===== config.mk =====
export PLATFORM = sky130hd
export DESIGN_NAME = miller_rabin_round_core
export DESIGN_NICKNAME = d
export VERILOG_FILES = /design/src/rtl/core/mrr_pkg.sv /design/src/rtl/core/miller_rabin_round_core.sv
export SDC_FILE = /design/constraint.sdc
export NUM_CORES = 2
export LEC_CHECK = 0
export BUFFER_PORTS_ARGS = -buffer_cell sky130_fd_sc_hd__clkbuf_2
export CAP_MARGIN = 30
export CORE_UTILIZATION = 45
export DETAILED_ROUTE_END_ITERATION = 10
export PLACE_DENSITY = 0.62
export SLEW_MARGIN = 20
export SYNTH_ARGS = -nofsm -noshare
export SYNTH_HDL_FRONTEND = slang
export SYNTH_SLANG_ARGS = --single-unit

===== constraint.sdc =====
create_clock -name clk -period 10.3 [get_ports clk]
set_input_delay 1.03 -clock clk [delete_from_list [all_inputs] [get_ports clk]]
set_output_delay 1.03 -clock clk [all_outputs]
set_load 0.02 [all_outputs]

===== src/rtl/core/mrr_pkg.sv =====
`default_nettype none

package mrr_pkg;

  // Field widths of the stream beats.
  localparam int unsigned CAND_FIELD_BITS = 32;
  localparam int unsigned DRAW_BITS       = 64;
  localparam int unsigned S_TDATA_BITS    = CAND_FIELD_BITS + DRAW_BITS;
  localparam int unsigned M_TDATA_BITS    = 8;

  // The shared remainder unit always walks the full 64-bit dividend.
  localparam int unsigned RED_CNT_BITS = $clog2(DRAW_BITS);

endpackage : mrr_pkg

`default_nettype wire


===== src/rtl/core/miller_rabin_round_core.sv =====
`default_nettype none

// One round of the Miller-Rabin primality test.
//
// Input channel (s_t*): one beat carries a candidate and a raw 64-bit random
// draw. Only the low CAND_BITS bits of the candidate are used. Output channel
// (m_t*): one beat per input beat, bit 0 is 1 when the round passes or the
// candidate is 2 or 3, and 0 when the candidate is found composite.
//
// The block works on one candidate at a time and keeps s_tready low from the
// accepting edge until its result beat has been taken. For candidates 0 to 4,
// m_tvalid rises at the accepting edge itself. Any other candidate runs through
// one shared restoring remainder unit that retires one dividend bit per cycle:
// one reduction picks the witness, each modular multiplication takes one
// multiply step (S_MUL) plus one reduction (S_RED), and each exponent bit adds
// one sequencing step (S_POW). After the exponent, at most s-1 squarings follow,
// with s the power of two in n-1. Reset returns the sequencer to idle and drops
// m_tvalid. When the receiver stalls, the verdict holds on m_tdata and no new
// beat is accepted.
module miller_rabin_round_core #(
  parameter int unsigned CAND_BITS = 32
) (
  input  wire logic                              clk,
  input  wire logic                              rst,
  input  wire logic                              s_tvalid,
  output logic                                   s_tready,
  // s_tdata, from bit 0 up: candidate[31:0], random_draw[63:0].
  input  wire logic [mrr_pkg::S_TDATA_BITS-1:0]  s_tdata,
  output logic                                   m_tvalid,
  input  wire logic                              m_tready,
  // m_tdata, from bit 0 up: probably_prime, then seven zero bits.
  output logic [mrr_pkg::M_TDATA_BITS-1:0]       m_tdata
);

  import mrr_pkg::*;

  localparam int unsigned N  = CAND_BITS;
  localparam int unsigned SW = $clog2(CAND_BITS);
  localparam logic [RED_CNT_BITS-1:0] RED_LAST = RED_CNT_BITS'(DRAW_BITS - 1);

  typedef enum logic [2:0] {
    S_IDLE,
    S_WIT,
    S_STRIP,
    S_POW,
    S_MUL,
    S_RED,
    S_DONE
  } state_t;

  // Which value a running modular multiplication updates.
  typedef enum logic [1:0] {
    OP_ACC,
    OP_BASE,
    OP_SQR
  } op_t;

  state_t                  state;
  op_t                     op;
  logic                    verdict;
  logic [N-1:0]            n_val;
  logic [N-1:0]            nm1;
  logic [N-1:0]            modulus;
  logic [DRAW_BITS-1:0]    dividend;
  logic [N-1:0]            rem;
  logic [RED_CNT_BITS-1:0] cnt;
  logic [N-1:0]            acc;
  logic [N-1:0]            base_val;
  logic [N-1:0]            d_val;
  logic [SW-1:0]           s_cnt;
  logic [SW-1:0]           sq_left;

  logic [N-1:0]   cand;
  logic [N:0]     trial;
  logic           trial_ge;
  logic [N-1:0]   rem_next;
  logic [N-1:0]   mul_a;
  logic [N-1:0]   mul_b;
  logic [2*N-1:0] product;

  assign cand = s_tdata[N-1:0];

  // Shared restoring remainder step: shift in one dividend bit, subtract the
  // modulus when it fits.
  assign trial    = {rem, dividend[DRAW_BITS-1]};
  assign trial_ge = trial >= {1'b0, modulus};
  assign rem_next = trial_ge ? N'(trial - {1'b0, modulus}) : trial[N-1:0];

  always_comb begin
    unique case (op)
      OP_ACC: begin
        mul_a = acc;
        mul_b = base_val;
      end
      OP_BASE: begin
        mul_a = base_val;
        mul_b = base_val;
      end
      default: begin
        mul_a = acc;
        mul_b = acc;
      end
    endcase
  end

  assign product = mul_a * mul_b;

  assign s_tready = (state == S_IDLE);
  assign m_tvalid = (state == S_DONE);
  assign m_tdata  = {{(M_TDATA_BITS-1){1'b0}}, verdict};

  always_ff @(posedge clk) begin
    if (rst) begin
      state <= S_IDLE;
    end else begin
      unique case (state)
        S_IDLE: begin
          if (s_tvalid) begin
            n_val    <= cand;
            nm1      <= cand - N'(1);
            modulus  <= cand - N'(4);
            dividend <= s_tdata[S_TDATA_BITS-1:CAND_FIELD_BITS];
            rem      <= '0;
            cnt      <= '0;
            d_val    <= cand - N'(1);
            s_cnt    <= '0;
            if (cand <= N'(1) || cand == N'(4)) begin
              verdict <= 1'b0;
              state   <= S_DONE;
            end else if (cand <= N'(3)) begin
              verdict <= 1'b1;
              state   <= S_DONE;
            end else begin
              state <= S_WIT;
            end
          end
        end

        // Witness a = 2 + draw mod (n-4); it stays below n, so it is already
        // the reduced base.
        S_WIT: begin
          rem      <= rem_next;
          dividend <= dividend << 1;
          cnt      <= cnt + 1'b1;
          if (cnt == RED_LAST) begin
            base_val <= N'(rem_next + N'(2));
            modulus  <= n_val;
            state    <= S_STRIP;
          end
        end

        // Strip factors of two from n-1; d never reaches zero since n > 4.
        S_STRIP: begin
          if (!d_val[0]) begin
            d_val <= d_val >> 1;
            s_cnt <= s_cnt + 1'b1;
          end else begin
            acc   <= N'(1);
            state <= S_POW;
          end
        end

        // Square-and-multiply, least significant exponent bit first. When the
        // exponent is used up, acc holds x = a^d mod n.
        S_POW: begin
          if (d_val == '0) begin
            if (acc == N'(1) || acc == nm1) begin
              verdict <= 1'b1;
              state   <= S_DONE;
            end else if (s_cnt <= SW'(1)) begin
              verdict <= 1'b0;
              state   <= S_DONE;
            end else begin
              sq_left <= s_cnt - SW'(1);
              op      <= OP_SQR;
              state   <= S_MUL;
            end
          end else begin
            op    <= d_val[0] ? OP_ACC : OP_BASE;
            state <= S_MUL;
          end
        end

        S_MUL: begin
          dividend <= DRAW_BITS'(product);
          rem      <= '0;
          cnt      <= '0;
          state    <= S_RED;
        end

        S_RED: begin
          rem      <= rem_next;
          dividend <= dividend << 1;
          cnt      <= cnt + 1'b1;
          if (cnt == RED_LAST) begin
            unique case (op)
              OP_ACC: begin
                acc   <= rem_next;
                op    <= OP_BASE;
                state <= S_MUL;
              end
              OP_BASE: begin
                base_val <= rem_next;
                d_val    <= d_val >> 1;
                state    <= S_POW;
              end
              default: begin
                acc <= rem_next;
                if (rem_next == N'(1)) begin
                  verdict <= 1'b0;
                  state   <= S_DONE;
                end else if (rem_next == nm1) begin
                  verdict <= 1'b1;
                  state   <= S_DONE;
                end else if (sq_left == SW'(1)) begin
                  verdict <= 1'b0;
                  state   <= S_DONE;
                end else begin
                  sq_left <= sq_left - SW'(1);
                  state   <= S_MUL;
                end
              end
            endcase
          end
        end

        S_DONE: begin
          if (m_tready) begin
            state <= S_IDLE;
          end
        end

        default: begin
          state <= S_IDLE;
        end
      endcase
    end
  end

endmodule : miller_rabin_round_core

`default_nettype wire


* After elaboration in Yosys (flattened, before gate mapping)
Index checks and enable logic that the tools add are counted.
Word-level totals: flip-flop bits (word level) 310, bits of input ports 100, output and inout bits 10
Operators by class: add/subtract/negate cells 8, multipliers 1, order comparisons 4, equal/unequal tests 35, muxes and demuxes 71, bitwise logic cells 1, reduce and logical (&&, ||, !) cells 27
Operator list (number):
- 32-bit 2-to-1 mux | 16
- 32-bit case mux with 2 select lines | 3
- 32-bit case mux with 3 select lines | 2
- 64-bit case mux with 3 select lines | 1
- 32-bit by 1-bit == test with 1-bit output (second input constant) | 2
- 32-bit == test | 2
- 32-bit by 32-bit multiplier with 64-bit output | 1
- 64-bit 2-to-1 mux | 1
- 5-bit 2-to-1 mux | 10
- 33-bit by 32-bit greater-or-equal comparator with 1-bit output | 1
- 32-bit by 2-bit adder with 32-bit output (second input constant) | 1
- 32-bit by 3-bit == test with 1-bit output (second input constant) | 1
- 32-bit by 1-bit less-or-equal comparator with 1-bit output (second input constant) | 1
- 32-bit by 2-bit less-or-equal comparator with 1-bit output (second input constant) | 1
- 32-bit zero test | 1
- 32-bit by 1-bit subtractor with 32-bit output (second input constant) | 1
- 32-bit by 3-bit subtractor with 32-bit output (second input constant) | 1
- 32-bit subtractor | 1
- 2-bit inequality test (second input constant) | 15
- 3-bit 2-to-1 mux | 8
- 3-bit case mux with 7 select lines | 1
- 2-bit 2-to-1 mux | 10
- 5-bit case mux with 2 select lines | 2
- 5-bit AND reduction | 4
- 32 further kinds | 60

* Longest topological paths before layout
depth in word-level cells 8, mapped depth 35

* Least setup slack after synthesis
OpenSTA, ideal clock, no wires.
kind register -> register, from reg op[1], to reg dividend[59], data pin, setup time 0.152 ns, arrival time 8.860 ns, required time 10.148 ns, setup slack 1.288 ns, stages on the path, launching flop included 31, clock period less this slack 9.012 ns, cell sequence edfxtp_1 > clkbuf_1 > buf_1 > buf_1 > mux2i_1 > clkbuf_1 > nor2_1 > fa_1 > inv_1 > fa_1 > inv_1 > fa_1 > inv_1 > fa_1 > inv_1 > fa_1 > fa_1 > fa_1 > fa_1 > ha_1 > and3_1 > and2_1 > nand2_1 > o31a_1 > a2111oi_0 > o21ai_0 > a211oi_1 > o21ai_0 > a21oi_1 > mux2_2 > o21ai_0
On the way: word-level cells in the longest chain between the ends 5, elaborated cells between the ends (all ways) 7, classes of those cells mul: 1; eq/ne: 1; mux: 3; reduce/logical: 2
RTL lines:
- start, declared | line miller_rabin_round_core.sv:59 | op_t op;
- start signal, assigned | line miller_rabin_round_core.sv:179 | op <= d_val[0] ? OP_ACC : OP_BASE;
- 2-bit by 1-bit == test with 1-bit output or 2-bit zero test (tied branches) | line miller_rabin_round_core.sv:90 | unique case (op)
- 2-bit OR reduction (no line)
- 32-bit 2-to-1 mux | line miller_rabin_round_core.sv:90
- 32-bit by 32-bit multiplier with 64-bit output (*) | line miller_rabin_round_core.sv:106 | assign product = mul_a * mul_b;
- 64-bit case mux with 3 select lines (*) | line miller_rabin_round_core.sv:116 | unique case (state)
- end signal, assigned | line miller_rabin_round_core.sv:122 | dividend <= s_tdata[S_TDATA_BITS-1:CAND_FIELD_BITS];
- end signal, assigned | line miller_rabin_round_core.sv:143 | dividend <= dividend << 1;
- end signal, assigned | line miller_rabin_round_core.sv:185 | dividend <= DRAW_BITS'(product);
- end, declared | line miller_rabin_round_core.sv:64 | logic [DRAW_BITS-1:0] dividend;
Mark *: on every way between the ends. The rest lies on a longest branch, timed or not. A chain may end at the register's enable or synchronous reset.

* Final worst setup path
Same ends and word-level chain as after synthesis.

==> flow_metrics.py <==
metrics = {
    "layout": {
        "nets": 6860,
        "fillers": 10530,
        "drive_above_1_share": 0.0840,
        "synthToLayoutAreaGrowth_pct": 8.72,
        "multi_input_area_um2": 37300,
        "regArea_um2": 9280,
        "post-route-util": 0.496,
        "design_area_um2": 55200,
    },
    "clocking": {
        "clock_sinks": 310,
        "insertion_delay_ns": 0.64,
        "cts_tree": "yes",
        "clockBufferDepth": 3,
        "clockRootBuffer": "clkbuf_16",
        "cts_made_buffers": 37,
        "path_clk_slew_ns": 0.07,
        "htree_levels": 2,
    },
    "grt": {
        "grt_pass1_vias": 41823,
        "grt_pass1_wl_mm": 270,
        "antenna_found_initial": 3,
        "grt_use_total": 0.323,
        "grt_start_max_net_pins": 78,
        "gr-total-overflow": 0,
    },
    "floorplanning": {
        "core-area_um2": 111000,
        "die_w_um": 338,
        "rows": 122,
        "ios": 110,
        "design.die.area_um2": 114000,
        "die_h_um": 338,
        "start_util": 0.457,
    },
    "place": {
        "dpl_worst_slack_ns": 0.150,
        "placed_cell_area_um2": 53800,
        "dp_hpwl_mm": 147,
        "routabilityCongestion": 1.05,
        "portBuffers": 102,
    },
    "run": {
        "max_cap_violations": 0,
    },
    "routing": {
        "drt_iter0_markers": 4288,
        "firstDrtPassIters": 7,
        "drc_errors": 0,
        "routed_wl_mm": 181,
        "num_vias": 41138,
        "viasPerCell": 5.82,
        "ant_nets": 0,
        "wl_per_cell_um": 25.6,
    },
    "power_and_ir_drop": {
        "power_per_cell_area_nw_per_um2": 308,
        "power.total_w": 0.0170,
        "leakage_nw": 25.4,
        "max-vdd-ir-drop_mv": 0.643,
    },
    "worst_setup_path": {
        "cp.required_ns": 10.79,
        "end_kind": "register",
        "critPathMaxStageDelay_ns": 0.67,
        "arrival_ns": 10.36,
        "critPathKind": "register to register",
        "cpMostUsedCell": "fa_1",
        "crit_slowest_cell": "mux2i_2",
        "startpoint_type": "register",
        "path_max_fanout": 39,
    },
    "worst_hold_path": {
        "hold_class": "register to register",
    },
    "timing": {
        "post-route-min-period_ns": 9.86,
        "finalSetupTns_ns": 0,
        "final_hold_viol_count": 0,
        "final.setup.worst_slack_ns": 0.436,
        "slew_violations": 0,
        "report.final.setup_viol": 0,
        "fmax_ghz": 0.101,
        "tightest_slew_ns": 0.934,
        "grt_setup_unrepaired": "false",
        "slew_headroom": 0.360,
        "finalCritPeriodShare": 0.958,
        "skew_ns": 0.0488,
    },
    "synthesis": {
        "netlist_area_um2": 50800,
        "synth_cell_types": 90,
        "ys_ff_latch": 310,
        "synth_most_common_cell": "inv_1",
        "ys_top_cells_by_count": "inv_1, fa_1, nor2_1",
        "synth_top_family_by_area": "adder cells",
        "synthTopCellsByArea": "fa_1, edfxtp_1, ha_1",
        "ys_async_sr_fraction": 0,
        "synthMuxAreaShare": 0.0247,
        "yosysWarnings": 0,
        "synth_top_area_share": 0.353,
        "yosysSeqAreaShare": 0.183,
        "synth-edff-count": 307,
        "yosys.area_share.simple": 0.148,
        "avgSynthCellArea_um2": 9.25,
        "yosys_most_used_dff": "edfxtp_1",
        "post-synth-top-area-cell": "fa_1",
        "synth-xor-area-share": 0.0433,
        "synth_compound_area_frac": 0.0817,
        "postSynthCellCount": 5491,
        "synthAdderAreaFrac": 0.429,
    },
    "outcome": {
        "status": "finished clean",
    },
}
-- registers in the layout, indices dropped and copies added, names as in the netlist, 3 cells and up --
signal    flops
dividend     64
cnt           6
n_val        32
d_val        32
sq_left       5
s_cnt         5
state         3
acc          32
rem          32
nm1          32
modulus      32
base_val     32
-- stage by stage --
stage               instances  hold slack [ns]
global placement         6994            0.508
floorplan                5497            0.496
finish                   7073            0.523
CTS                      7061            0.524
detailed placement       6995            0.509
global route             7071            0.547
-- cells in the final DEF, fill, tap and decap left out, types with 13 or more instances in the layout --
cell,netlist,layout
nand2_1,687,686
nand3_1,53,53
inv_1,926,926
o21a_1,13,13
a21o_1,54,54
a211oi_1,20,18
nand2b_1,15,13
nor2_1,745,740
o211ai_1,13,13
mux2i_2,0,31
edfxtp_1,307,307
or3_1,13,13
o21ai_1,15,15
and2_1,29,29
o21ai_0,144,143
buf_4,9,192
o22ai_1,18,18
mux2_2,31,31
nor3_1,49,49
clkbuf_2,0,102
ha_1,307,307
xor2_1,96,96
a21oi_1,119,119
mux2i_1,85,47
clkbuf_16,0,38
a31oi_1,16,16
and3_1,24,24
nor4_1,38,37
xnor2_1,150,150
o21bai_1,18,18
nand4_1,40,40
a22o_1,34,34
a22oi_1,61,61
fa_1,897,897
-- worst max-delay path, delay by kind of cell, from the launching register on --
family,cells,cell delay (ns)
and+or+nand+nor,2,0.15
buffers and inverters,8,1.50
adders and majority gates,9,4.94
DFF,1,0.57
AOI/OAI and AO/OA,6,1.49
muxes,2,1.02
-- worst paths after layout --
check | startpoint | end | slack, ns | cells past startpoint
setup / recovery | op[1] | dividend[59] | 0.44 | 27
hold / removal | n_val[2] | modulus[2] | 0.52 | 2
setup reg to reg | op[1] | dividend[59] | 0.44 | 27
hold reg to reg | n_val[2] | modulus[2] | 0.52 | 2
-- where the power goes --
group          internal (W)  switching [W]
registers           0.00178       0.000210
logic               0.00513        0.00852
clock network      0.000774       0.000606
-- layout make-up --
type	count	share of cell area
diodes	2	0.0000906
clock buffers	42	0.0171
clock inverters	24	0.00537
inverters	926	0.0629
multi-input cells	3980	0.675
flip-flops and latches	310	0.168
well taps	1488	0.0337
repair buffers	301	0.0375
-- kinds of logic (layout without fill, tap and decap cells) --
logic type | count (synthesis) | in the layout
mux | 121 | 122
simple gates | 1774 | 1775
xor+xnor | 248 | 248
buf+inv | 1209 | 1293
fa+ha+maj | 1204 | 1204
flops | 310 | 310
other cells | 1 | 9
compound gates | 624 | 624
-- what timing repair did --
| action | in CTS | in global routing |
|---|---|---|
| gates resized for setup | 0 | 6 |
| buffers inserted | 0 | 6 |
| hold buffers | 0 | 0 |
| setup endpoints to repair | 0 | 9 |
-- layer usage --
layer / vias to the layer above / track usage / wire length (µm)
li1: 17548 / - / -
met1: 20815 / 0.427 / 70700
met2: 2270 / 0.491 / 80200
met3: 503 / 0.0647 / 17900
met4: 2 / 0.191 / 12500
met5: - / 0 / 11
Note: power is estimated with default switching activity, not from simulation.
